<file path="config.mk">
export PLATFORM = sky130hd
export DESIGN_NAME = modular_exponentiation_core_flat
export DESIGN_NICKNAME = d
export VERILOG_FILES = /design/src/rtl/mexp_pkg.sv /design/src/rtl/mexp_if.sv /design/src/rtl/mexp_modmul.sv /design/src/rtl/mexp_seq.sv /design/src/rtl/modular_exponentiation_core.sv /design/src/flat_wrapper.sv
export SDC_FILE = /design/constraint.sdc
export NUM_CORES = 1
export LEC_CHECK = 0
export BUFFER_PORTS_ARGS = -buffer_cell sky130_fd_sc_hd__buf_2
export CAP_MARGIN = 20
export CORE_MARGIN = 4
export CORE_UTILIZATION = 45
export CTS_CLUSTER_SIZE = 30
export DETAILED_ROUTE_END_ITERATION = 10
export PLACE_DENSITY_LB_ADDON = 0.12
export SLEW_MARGIN = 15
export SYNTH_ARGS = -nofsm -noshare
export SYNTH_HDL_FRONTEND = slang
export SYNTH_SLANG_ARGS = --single-unit
export TNS_END_PERCENT = 20
</file>
<file path="constraint.sdc">
create_clock -name clk -period 5.4 [get_ports clk]
set_input_delay 0.54 -clock clk [delete_from_list [all_inputs] [get_ports clk]]
set_output_delay 0.54 -clock clk [all_outputs]
set_load 0.01 [all_outputs]
</file>
<file path="src/rtl/mexp_pkg.sv">
`timescale 1ns / 1ps

package mexp_pkg;

    localparam int MOD_W  = 31;
    localparam int BASE_W = 32;
    localparam int EXP_W  = 32;

    localparam int PADDR_W = 3;
    localparam int PDATA_W = 32;

    // register index taken from paddr above the byte offset
    localparam logic [PADDR_W-3:0] REG_MODULUS = '0;

    localparam logic [MOD_W-1:0] MODULUS_RESET = 31'd1000000007;

    typedef enum logic
    {
        ACT_POW = 1'b0,
        ACT_INV = 1'b1
    } action_t;

    typedef struct packed
    {
        logic              start;
        logic [MOD_W-1:0]  x;
        logic [BASE_W-1:0] y;
    } mm_req_t;

    typedef struct packed
    {
        logic             done;
        logic [MOD_W-1:0] product;
    } mm_rsp_t;

endpackage

</file>
<file path="src/rtl/mexp_if.sv">
`timescale 1ns / 1ps

interface mexp_in_if;
    logic                        valid;
    logic                        ready;
    logic                        action;
    logic [mexp_pkg::BASE_W-1:0] base;
    logic [mexp_pkg::EXP_W-1:0]  exponent;

    modport source (output valid, output action, output base, output exponent, input ready);
    modport sink (input valid, input action, input base, input exponent, output ready);
endinterface

interface mexp_out_if;
    logic                       valid;
    logic                       ready;
    logic [mexp_pkg::MOD_W-1:0] result;

    modport source (output valid, output result, input ready);
    modport sink (input valid, input result, output ready);
endinterface

</file>
<file path="src/rtl/mexp_modmul.sv">
`timescale 1ns / 1ps

module mexp_modmul
(
    input  logic                       clk,
    input  logic                       rst_n,
    input  logic [mexp_pkg::MOD_W-1:0] modulus,
    input  mexp_pkg::mm_req_t          req,
    output mexp_pkg::mm_rsp_t          rsp
);

    localparam int STEPS = mexp_pkg::BASE_W;
    localparam int CNT_W = $clog2(STEPS + 1);
    localparam int ACC_W = mexp_pkg::MOD_W + 2;

    logic                        busy_reg, busy_next;
    logic                        done_reg, done_next;
    logic [CNT_W-1:0]            cnt_reg, cnt_next;
    logic [mexp_pkg::MOD_W-1:0]  x_reg, x_next;
    logic [mexp_pkg::BASE_W-1:0] y_reg, y_next;
    logic [mexp_pkg::MOD_W-1:0]  r_reg, r_next;

    logic [ACC_W-1:0] t1;
    logic [ACC_W-1:0] t2;
    logic [ACC_W-1:0] t3;
    logic [ACC_W-1:0] m1;
    logic [ACC_W-1:0] m2;
    logic [ACC_W-1:0] r_sel;

    // one step of interleaved shift-add multiply with reduction
    always_comb
    begin
        m1 = {2'b00, modulus};
        m2 = {1'b0, modulus, 1'b0};
        t1 = {1'b0, r_reg, 1'b0} + (y_reg[STEPS-1] ? {2'b00, x_reg} : '0);
        t2 = t1 - m1;
        t3 = t1 - m2;
        if (t1 >= m2)
        begin
            r_sel = t3;
        end
        else if (t1 >= m1)
        begin
            r_sel = t2;
        end
        else
        begin
            r_sel = t1;
        end
    end

    always_comb
    begin
        busy_next = busy_reg;
        done_next = 1'b0;
        cnt_next  = cnt_reg;
        x_next    = x_reg;
        y_next    = y_reg;
        r_next    = r_reg;
        if (req.start)
        begin
            busy_next = 1'b1;
            cnt_next  = CNT_W'(STEPS);
            x_next    = req.x;
            y_next    = req.y;
            r_next    = '0;
        end
        else if (busy_reg)
        begin
            r_next   = r_sel[mexp_pkg::MOD_W-1:0];
            y_next   = {y_reg[STEPS-2:0], 1'b0};
            cnt_next = cnt_reg - 1'b1;
            if (cnt_reg == CNT_W'(1))
            begin
                busy_next = 1'b0;
                done_next = 1'b1;
            end
        end
    end

    always_ff @(posedge clk or negedge rst_n)
    begin
        if (!rst_n)
        begin
            busy_reg <= 1'b0;
            done_reg <= 1'b0;
            cnt_reg  <= '0;
        end
        else
        begin
            busy_reg <= busy_next;
            done_reg <= done_next;
            cnt_reg  <= cnt_next;
        end
    end

    always_ff @(posedge clk)
    begin
        x_reg <= x_next;
        y_reg <= y_next;
        r_reg <= r_next;
    end

    assign rsp.done    = done_reg;
    assign rsp.product = r_reg;

endmodule

</file>
<file path="src/rtl/mexp_seq.sv">
`timescale 1ns / 1ps

module mexp_seq
#(
    parameter int EXP_BITS = 32
)
(
    input  logic                       clk,
    input  logic                       rst_n,
    input  logic [mexp_pkg::MOD_W-1:0] modulus,
    mexp_in_if.sink                    in_ch,
    mexp_out_if.source                 out_ch,
    output mexp_pkg::mm_req_t          mm_req,
    input  mexp_pkg::mm_rsp_t          mm_rsp
);

    typedef enum logic [2:0]
    {
        S_IDLE,
        S_REDUCE,
        S_MUL,
        S_SQR,
        S_FINISH
    } state_t;

    state_t                     state_reg, state_next;
    logic [EXP_BITS-1:0]        e_reg, e_next;
    logic [mexp_pkg::MOD_W-1:0] acc_reg, acc_next;
    logic [mexp_pkg::MOD_W-1:0] sq_reg, sq_next;
    logic [mexp_pkg::MOD_W-1:0] result_reg, result_next;
    logic                       out_valid_reg, out_valid_next;
    mexp_pkg::mm_req_t          req_reg, req_next;

    logic [63:0]                e_full;
    logic [EXP_BITS-1:0]        e_shift;
    logic [EXP_BITS-1:0]        e_dec;
    logic [mexp_pkg::MOD_W-1:0] acc_dec;
    logic                       in_accept;
    logic                       small_mod;

    assign in_accept = in_ch.valid && (state_reg == S_IDLE);
    assign small_mod = (modulus < mexp_pkg::MOD_W'(2));

    always_comb
    begin
        if (mexp_pkg::action_t'(in_ch.action) == mexp_pkg::ACT_INV)
        begin
            e_full = {33'd0, modulus - mexp_pkg::MOD_W'(2)};
        end
        else
        begin
            e_full = {32'd0, in_ch.exponent};
        end
    end

    always_comb
    begin
        state_next     = state_reg;
        e_next         = e_reg;
        acc_next       = acc_reg;
        sq_next        = sq_reg;
        result_next    = result_reg;
        out_valid_next = out_valid_reg;
        req_next       = req_reg;
        req_next.start = 1'b0;
        e_shift        = e_reg >> 1;
        e_dec          = e_reg;
        acc_dec        = acc_reg;

        if (out_valid_reg && out_ch.ready)
        begin
            out_valid_next = 1'b0;
        end

        unique case (state_reg)
            S_IDLE:
            begin
                if (in_accept)
                begin
                    e_next = e_full[EXP_BITS-1:0];
                    if (small_mod)
                    begin
                        acc_next   = '0;
                        state_next = S_FINISH;
                    end
                    else
                    begin
                        acc_next       = mexp_pkg::MOD_W'(1);
                        req_next.start = 1'b1;
                        req_next.x     = mexp_pkg::MOD_W'(1);
                        req_next.y     = in_ch.base;
                        state_next     = S_REDUCE;
                    end
                end
            end
            S_REDUCE, S_SQR:
            begin
                if (mm_rsp.done)
                begin
                    sq_next = mm_rsp.product;
                    if (state_reg == S_SQR)
                    begin
                        e_dec  = e_shift;
                        e_next = e_shift;
                    end
                    if (e_dec == '0)
                    begin
                        state_next = S_FINISH;
                    end
                    else if (e_dec[0])
                    begin
                        req_next.start = 1'b1;
                        req_next.x     = acc_reg;
                        req_next.y     = {1'b0, mm_rsp.product};
                        state_next     = S_MUL;
                    end
                    else
                    begin
                        req_next.start = 1'b1;
                        req_next.x     = mm_rsp.product;
                        req_next.y     = {1'b0, mm_rsp.product};
                        state_next     = S_SQR;
                    end
                end
            end
            S_MUL:
            begin
                if (mm_rsp.done)
                begin
                    acc_dec  = mm_rsp.product;
                    acc_next = acc_dec;
                    if (e_shift == '0)
                    begin
                        state_next = S_FINISH;
                    end
                    else
                    begin
                        req_next.start = 1'b1;
                        req_next.x     = sq_reg;
                        req_next.y     = {1'b0, sq_reg};
                        state_next     = S_SQR;
                    end
                end
            end
            S_FINISH:
            begin
                if (!out_valid_reg || out_ch.ready)
                begin
                    result_next    = acc_reg;
                    out_valid_next = 1'b1;
                    state_next     = S_IDLE;
                end
            end
            default:
            begin
                state_next = S_IDLE;
            end
        endcase
    end

    always_ff @(posedge clk or negedge rst_n)
    begin
        if (!rst_n)
        begin
            state_reg     <= S_IDLE;
            out_valid_reg <= 1'b0;
            req_reg       <= '0;
        end
        else
        begin
            state_reg     <= state_next;
            out_valid_reg <= out_valid_next;
            req_reg       <= req_next;
        end
    end

    always_ff @(posedge clk)
    begin
        e_reg      <= e_next;
        acc_reg    <= acc_next;
        sq_reg     <= sq_next;
        result_reg <= result_next;
    end

    assign in_ch.ready   = (state_reg == S_IDLE);
    assign out_ch.valid  = out_valid_reg;
    assign out_ch.result = result_reg;
    assign mm_req        = req_reg;

endmodule

</file>
<file path="src/rtl/modular_exponentiation_core.sv">
`timescale 1ns / 1ps

// Modular exponentiation core: each item returns base^exponent mod modulus
// (action 0) or the Fermat inverse base^(modulus-2) mod modulus (action 1),
// using right-to-left square-and-multiply over the low EXP_BITS exponent bits.
// All arithmetic runs through one shift-add modular multiplier that retires
// one multiplier bit per cycle. An item first reduces the base with one
// product, then takes S squarings and P multiplies, where S is the position
// of the highest set exponent bit and P the number of set bits; a zero
// exponent needs only the reduction. A modulus below two returns 0 without
// any product. The input is not ready while an item is in work;
// the finished result sits in an output register so the next item can be
// taken while it waits. The modulus is written over APB at byte address 0
// and should only be changed while the core is idle.
module modular_exponentiation_core
#(
    parameter int EXP_BITS = 32
)
(
    input  logic                           clk,
    input  logic                           rst_n,
    mexp_in_if.sink                        in_ch,
    mexp_out_if.source                     out_ch,
    input  logic                           psel,
    input  logic                           penable,
    input  logic                           pwrite,
    input  logic [mexp_pkg::PADDR_W-1:0]   paddr,
    input  logic [mexp_pkg::PDATA_W-1:0]   pwdata,
    output logic [mexp_pkg::PDATA_W-1:0]   prdata,
    output logic                           pready
);

    logic [mexp_pkg::MOD_W-1:0] modulus_reg, modulus_next;
    logic                       hit_modulus;
    mexp_pkg::mm_req_t          mm_req;
    mexp_pkg::mm_rsp_t          mm_rsp;

    assign hit_modulus = (paddr[mexp_pkg::PADDR_W-1:2] == mexp_pkg::REG_MODULUS);

    always_comb
    begin
        modulus_next = modulus_reg;
        if (psel && penable && pwrite && hit_modulus)
        begin
            modulus_next = pwdata[mexp_pkg::MOD_W-1:0];
        end
    end

    always_ff @(posedge clk or negedge rst_n)
    begin
        if (!rst_n)
        begin
            modulus_reg <= mexp_pkg::MODULUS_RESET;
        end
        else
        begin
            modulus_reg <= modulus_next;
        end
    end

    assign pready = 1'b1;
    assign prdata = hit_modulus ? {1'b0, modulus_reg} : '0;

    mexp_seq
    #(
        .EXP_BITS (EXP_BITS)
    )
    u_seq
    (
        .clk     (clk),
        .rst_n   (rst_n),
        .modulus (modulus_reg),
        .in_ch   (in_ch),
        .out_ch  (out_ch),
        .mm_req  (mm_req),
        .mm_rsp  (mm_rsp)
    );

    mexp_modmul u_modmul
    (
        .clk     (clk),
        .rst_n   (rst_n),
        .modulus (modulus_reg),
        .req     (mm_req),
        .rsp     (mm_rsp)
    );

endmodule
</file>
<file path="src/flat_wrapper.sv">
// flat-port wrapper written by rule: the top's interface ports become plain ports
module modular_exponentiation_core_flat 
#(
    parameter int EXP_BITS = 32
)
  (clk, rst_n, psel, penable, pwrite, paddr, pwdata, prdata, pready, in_ch_valid, in_ch_action, in_ch_base, in_ch_exponent, in_ch_ready, out_ch_valid, out_ch_result, out_ch_ready);
  mexp_in_if in_ch_i ();
  mexp_out_if out_ch_i ();
  input  logic clk;
  input  logic rst_n;
  input  logic psel;
  input  logic penable;
  input  logic pwrite;
  input  logic [mexp_pkg::PADDR_W-1:0] paddr;
  input  logic [mexp_pkg::PDATA_W-1:0] pwdata;
  output logic [mexp_pkg::PDATA_W-1:0] prdata;
  output logic pready;
  input wire logic [$bits(in_ch_i.valid)-1:0] in_ch_valid;
  input wire logic [$bits(in_ch_i.action)-1:0] in_ch_action;
  input wire logic [$bits(in_ch_i.base)-1:0] in_ch_base;
  input wire logic [$bits(in_ch_i.exponent)-1:0] in_ch_exponent;
  output wire logic [$bits(in_ch_i.ready)-1:0] in_ch_ready;
  output wire logic [$bits(out_ch_i.valid)-1:0] out_ch_valid;
  output wire logic [$bits(out_ch_i.result)-1:0] out_ch_result;
  input wire logic [$bits(out_ch_i.ready)-1:0] out_ch_ready;
  assign in_ch_i.valid = in_ch_valid;
  assign in_ch_i.action = in_ch_action;
  assign in_ch_i.base = in_ch_base;
  assign in_ch_i.exponent = in_ch_exponent;
  assign in_ch_ready = in_ch_i.ready;
  assign out_ch_valid = out_ch_i.valid;
  assign out_ch_result = out_ch_i.result;
  assign out_ch_i.ready = out_ch_ready;
  modular_exponentiation_core #(.EXP_BITS(EXP_BITS)) u_core (.clk(clk), .rst_n(rst_n), .in_ch(in_ch_i), .out_ch(out_ch_i), .psel(psel), .penable(penable), .pwrite(pwrite), .paddr(paddr), .pwdata(pwdata), .prdata(prdata), .pready(pready));
endmodule
</file>
Word level (Yosys, flattened, before mapping)
Cells that the tools add are included.
{"block": "totals", "wordCells": 102, "out_inout_bits": 66, "ff_bits": 326}
{"block": "classes", "order_cmp": 3, "addsub": 5, "eq_ne": 12, "bitwise": 1, "n_reduce_logical": 21, "mux": 44}
{"operator": "$mux W64", "n": 6}
{"operator": "$mux W32", "n": 7}
{"operator": "$pmux W64 S3", "n": 1}
{"operator": "$mux W31", "n": 6}
{"operator": "$logic_not A32 Y1", "n": 2}
{"operator": "$pmux W32 S2", "n": 1}
{"operator": "$mux W63", "n": 1}
{"operator": "$pmux W31 S2", "n": 1}
{"operator": "$sub A31 B31 Y31", "n": 2}
{"operator": "$add A32 B31 Y33", "n": 1}
{"operator": "$ge A33 B31 Y1", "n": 1}
{"operator": "$ge A33 B32 Y1", "n": 1}
{"operator": "$lt A31 B2 Y1 const B", "n": 1}
{"operator": "$sub A31 B2 Y31 const B", "n": 1}
{"operator": "$mux W3", "n": 7}
{"operator": "$mux W6", "n": 2}
{"operator": "$ne A2 B2 Y1 const B", "n": 6}
{"operator": "$pmux W3 S4", "n": 1}
{"operator": "$mux W1", "n": 11}
{"operator": "$reduce_and A7 Y1", "n": 1}
{"operator": "$eq A3 B2 Y1 const B", "n": 2}
{"operator": "$eq A6 B1 Y1 const B", "n": 1}
{"operator": "$reduce_and A3 Y1", "n": 2}
{"operator": "$reduce_bool A2 Y1", "n": 3}
{"operator": "other kinds (13)", "n": 18}

Logic depth before layout (Yosys ltp)
{"block": "logic_depth", "depth_word": 8, "depth_mapped": 22, "mapped_depth_nobuf": 20}

By module
From an unflattened synthesis, not the netlist that was laid out.
{"block": "unflattened", "hier_cells": 1853, "area_unflattened_um2": 19812.8}
{"mod": "mexp_seq", "area_each_um2": 9160.0, "cells_per_inst": 756, "instances": 1}
{"mod": "mexp_modmul", "area_each_um2": 9110.0, "cells_per_inst": 993, "instances": 1}
{"mod": "modular_exponentiation_core", "area_each_um2": 1542.7, "cells_per_inst": 104, "instances": 1}

Worst setup path after synthesis
OpenSTA, ideal clock, no wires.
{"block": "synth_timing", "kind": "register -> register", "start": "reg u_core.u_modmul.y_reg[31] in the netlist's numbering", "end": "reg u_core.u_modmul.r_reg[11] in the netlist's numbering", "required_time_ns": 5.283, "slack_ns": 0.059, "setup_time_ns": 0.117, "path_stages_with_launch": 23, "synth_period_minus_slack_ns": 5.341, "arrival_ns": 5.223, "path_cell_list": "edfxtp_1 -> clkbuf_1 -> and2_1 -> ha_1 -> fa_1 -> a211o_1 -> a31oi_1 -> o31ai_1 -> a21bo_2 -> a2111oi_0 -> a41oi_1 -> o211ai_1 -> ha_1 -> and3_1 -> and4_1 -> and3_1 -> o21ai_1 -> a311oi_1 -> o2111ai_1 -> o21a_1 -> buf_2 -> o211ai_1 -> a32o_1"}
{"block": "synth_between", "elab_chain_cells": 5}
{"item": "from (decl)", "line": "mexp_modmul.sv:20", "rtl": "logic [mexp_pkg::BASE_W-1:0] y_reg, y_next;"}
{"item": "from (signal assigned)", "line": "mexp_modmul.sv:100", "rtl": "y_reg <= y_next;"}
{"item": "$mux W31 *", "line": "mexp_modmul.sv:35", "rtl": "t1 = {1'b0, r_reg, 1'b0} + (y_reg[STEPS-1] ? {2'b00, x_reg} : '0);"}
{"item": "$add A32 B31 Y33 *", "line": "mexp_modmul.sv:35"}
{"item": "$sub A31 B31 Y31 / $ge A33 B31 Y1 (equally long branches)", "line": "mexp_modmul.sv:36, mexp_modmul.sv:42"}
{"item": "$mux W31", "line": "mexp_modmul.sv:42", "rtl": "else if (t1 >= m1)"}
{"item": "$mux W31 *", "line": "mexp_modmul.sv:38", "rtl": "if (t1 >= m2)"}
{"item": "to (signal assigned)", "line": "mexp_modmul.sv:101", "rtl": "r_reg <= r_next;"}
{"item": "to (decl)", "line": "mexp_modmul.sv:21", "rtl": "logic [mexp_pkg::MOD_W-1:0] r_reg, r_next;"}
Mark *: on every way between the ends. The rest lies on a longest branch, timed or not.
A chain may end at the register's enable or synchronous reset.

Worst setup path in the final report
{"block": "layout_timing", "start": "reg u_core.u_modmul.y_reg[31] in the netlist's numbering", "end": "reg u_core.u_modmul.r_reg[4] in the netlist's numbering"}
The elaborated chain is that of the path after synthesis.

==> impl_metrics.py <==
metrics = {
    "synthesis": {
        "cell_area_synth_mm2": 0.0195,
        "postSynthRegisterBits": 326,
        "synth.net_count": 2139,
        "postSynthAreaPerCell_um2": 10.1,
        "async_reset_ff_share_pct": 32.8,
        "ys_seq_area_share_pct": 45.9,
        "ys_types": 85,
        "synth_enable_flop_cells": 188,
        "netlist_instances": 1934,
        "synth_warnings": 0,
        "dominantRegCellSynth": "edfxtp_1",
    },
    "detailed_routing": {
        "routed_wl_mm": 62.1,
        "detail_route.drc_violations": 0,
        "routedWlPerCell_um": 21.6,
        "detailedRoute.firstPassIterationCount": 9,
        "vias": 16700,
        "number_of_vias_per_cell_after_detailed_routing": 5.81,
        "initial_detailed_routing_violation_count": 1503,
        "drtAntennaViolNets": 0,
    },
    "clock_network": {
        "cts_tree": "built",
        "total_clock_sinks": 326,
        "total_clock_buffers_created_by_cts": 38,
        "number_of_buffers_on_the_longest_clock_path": 3,
        "clk_pin_slew_ps": 70,
        "root_buffer": "clkbuf_16",
        "clock_latency_ps": 560,
        "ctsHtreeMaxLevel": 2,
    },
    "global_route": {
        "first_global_vias": 16500,
        "grt.total_usage_pct": 25.6,
        "antenna_found_initial": 0,
        "gr-total-overflow": 0,
        "grt_start_max_net_pins": 64,
        "wire_length_of_the_first_global_routing_pass_mm": 94.7,
    },
    "finish": {
        "nNetsFinal": 2463,
        "post-route-util_pct": 56.3,
        "n_antenna_cell": 0,
        "post_route_cells_drive_above_1_share_pct": 27.0,
        "largest_reg_flops": 64,
        "nFillCells": 3845,
        "area_growth_syn_to_layout_pct": 24.1,
    },
    "sta": {
        "rsz0062_at_grt": "true",
        "drv_slew": 0,
        "setup_viol": 0,
        "achievable-frequency_mhz": 188,
        "max_slew_margin_pct": 29.9,
        "finalCritPeriodShare_pct": 98.3,
        "final-hold-violation-count": 0,
        "final.min_clock_period_ps": 5310,
        "timing_worst_slew_pin_value_ps": 1050,
        "fin_ws_ps": 93.4,
        "skew_ps": 23.9,
    },
    "floorplan": {
        "floorplan.die_area_mm2": 0.0468,
        "io_pins": 173,
        "row_count": 76,
        "initial_utilization_pct": 45.4,
        "die_h_um": 216,
        "die_width_um": 216,
        "placeableCoreArea_mm2": 0.0430,
    },
    "setup_path": {
        "worst_setup_path_start_kind": "register",
        "critical-path-slowest-cell": "edfxtp_1",
        "critPathCaptureType": "register",
        "worst_path_dominant_cell_family": "compound AO/OA/AOI/OAI gates",
        "worstPathMaxFanout": 7,
        "worst-endpoint-arrival_ps": 5800,
        "worstReg2RegStart": "u_core.u_modmul.y_reg[31]",
        "cp-startpoint": "u_core.u_modmul.y_reg[31]",
        "cp_common_cell": "buf_4",
        "crit_required_ps": 5890,
        "start_to_end_type_of_the_worst_setup_path": "reg2reg",
        "crit_buf_inv": 6,
        "cp_slowest_stage_delay_ps": 490,
    },
    "place": {
        "gp_congestion": 0.957,
        "hpwl_mm": 45.1,
        "detailedPlace.worstSlack_ps": -415,
        "port-buffer-count": 167,
    },
    "power": {
        "leakagePower_uw": 0.00978,
        "power.total_uw": 6620,
        "power_density_mw_per_mm2": 273,
        "power.ir.vdd_worst_v": 0.000245,
    },
    "run_status": {
        "run_status": "completed",
    },
    "min_path": {
        "hold_path.class": "in2reg",
        "hp-start": "pwdata[18]",
    },
    "flow_run": {
        "drv.max_cap_violation_count": 0,
    },
}
## path summary, 6_finish.rpt
path                                                 end  slack (ps)  depth (start not counted)
min reg2reg                u_core.u_seq.out_ch.result[0]         450                          0
max in group asynchronous        u_core.u_seq.mm_req[63]        3770                          3
min in group asynchronous         u_core.modulus_reg[18]         570                          2
max reg2reg                     u_core.u_modmul.r_reg[4]          90                         25
max                             u_core.u_modmul.r_reg[4]          90                         25
min                               u_core.modulus_reg[18]         200                          2
## Yosys cell counts, drive strengths merged, types with 6 or more instances
| cell type | number | area share, % |
|---|---|---|
| xor2 | 36 | 1.6 |
| o2111ai | 8 | 0.36 |
| ha | 95 | 6.1 |
| or2 | 6 | 0.19 |
| nand4 | 17 | 0.54 |
| dfxtp | 31 | 3.2 |
| and3 | 10 | 0.32 |
| a221o | 30 | 1.5 |
| nor3 | 38 | 1.0 |
| a222oi | 31 | 1.6 |
| nand3 | 40 | 1.0 |
| nor2 | 151 | 2.9 |
| and2 | 65 | 2.1 |
| edfxtp | 188 | 29 |
| dfstp | 16 | 2.2 |
| inv | 63 | 1.2 |
| o21a | 16 | 0.62 |
| dfrtp | 91 | 12 |
| o21bai | 9 | 0.35 |
| and4 | 9 | 0.40 |
| a22oi | 9 | 0.35 |
| a211oi | 20 | 0.79 |
| a31oi | 11 | 0.35 |
| nand2 | 178 | 3.4 |
| a21oi | 164 | 4.2 |
| nor4 | 15 | 0.56 |
| nand2b | 7 | 0.22 |
| o211ai | 50 | 1.9 |
| buf | 22 | 0.55 |
| mux2 | 66 | 3.8 |
| clkbuf | 75 | 1.4 |
| or3 | 11 | 0.38 |
| a21boi | 8 | 0.31 |
| mux2i | 56 | 2.9 |
| a21o | 38 | 1.5 |
| xnor2 | 59 | 2.6 |
| nor2b | 10 | 0.32 |
| o21ai | 99 | 2.6 |
## stage by stage
stage	cell area (um^2)	hold slack, ps	setup TNS, ps	cells
2_1_floorplan	19500	244	0	1934
3_3_place_gp	22300	434	-3020	2786
3_5_place_dp	22300	436	-7630	2786
4_1_cts	23600	169	-8.71	2857
5_1_grt	24200	190	-506	2873
6_report	24200	203	0	2873
## layout make-up
class                           count  area [um^2]  area share [%]
Timing Repair Buffer              380         2540            10.5
Sequential cell                   326         8970            37.0
Inverter                           64          240           0.992
Multi-Input combinational cell   1448        10400            43.1
Clock buffer                       51         1110            4.60
Clock inverter                     19          176           0.729
Tap cell                          585          732            3.02
## power breakdown
part	total, uW	switching [uW]	internal [uW]
sequential	2750	69.6	2680
clock	2640	1070	1560
combinational	1230	713	518
total	6620	1860	4770
## cells in the final DEF, fill, tap and decap left out, types with 7 or more instances in the layout
| cell | instances |
|---|---|
| and3_1 | 8 |
| xor2_1 | 34 |
| dfrtp_1 | 89 |
| buf_4 | 202 |
| nor4_1 | 14 |
| ha_4 | 8 |
| a211oi_1 | 15 |
| a222oi_1 | 31 |
| edfxtp_1 | 188 |
| nor3_1 | 37 |
| nand4_1 | 17 |
| clkbuf_16 | 44 |
| nand3_1 | 40 |
| a22oi_1 | 9 |
| and2_1 | 64 |
| and4_1 | 7 |
| inv_1 | 62 |
| or3_1 | 10 |
| a21o_1 | 38 |
| buf_2 | 166 |
| dfxtp_1 | 31 |
| clkinv_2 | 9 |
| a21oi_1 | 159 |
| a31oi_1 | 10 |
| o21bai_1 | 9 |
| a221o_1 | 30 |
| ha_1 | 86 |
| nand2_1 | 178 |
| o21ai_0 | 90 |
| dfstp_2 | 16 |
| xnor2_1 | 54 |
| nor2_1 | 144 |
| o211ai_1 | 50 |
| a21boi_0 | 7 |
| mux2i_1 | 54 |
| mux2_2 | 66 |
| nor2b_1 | 10 |
| o21a_1 | 15 |
## kinds of logic (layout without fill, tap and decap cells)
family | count (synthesis) | in the layout | share of synthesized area [%]
other | 2 | 2 | 0.0385
buffers and inverters | 161 | 514 | 3.23
AOI/OAI and AO/OA | 559 | 560 | 19.4
DFF | 326 | 326 | 45.9
muxes | 122 | 122 | 6.68
and+or+nand+nor | 571 | 571 | 14.1
adders and majority gates | 98 | 98 | 6.40
xor gates and xnor gates | 95 | 95 | 4.26
## per-layer routing
metal	vias up	global-route usage (%)	routed length (um)
met5	-	0	0
met4	0	7.38	1680
met3	103	4.12	3880
met2	615	40.7	28500
met1	8040	36.5	28100
li1	7921	-	-
## timing repair
item / in CTS / in global routing
setup endpoints to repair: 31 / 31
gates resized for setup: 16 / 77
pin swaps: 6 / 34
hold buffers: 1 / 0
cloned: 0 / 3
endpoints found under the hold margin: 1 / 0
buffers inserted: 0 / 13
Note: power is estimated with default switching activity, not from simulation.
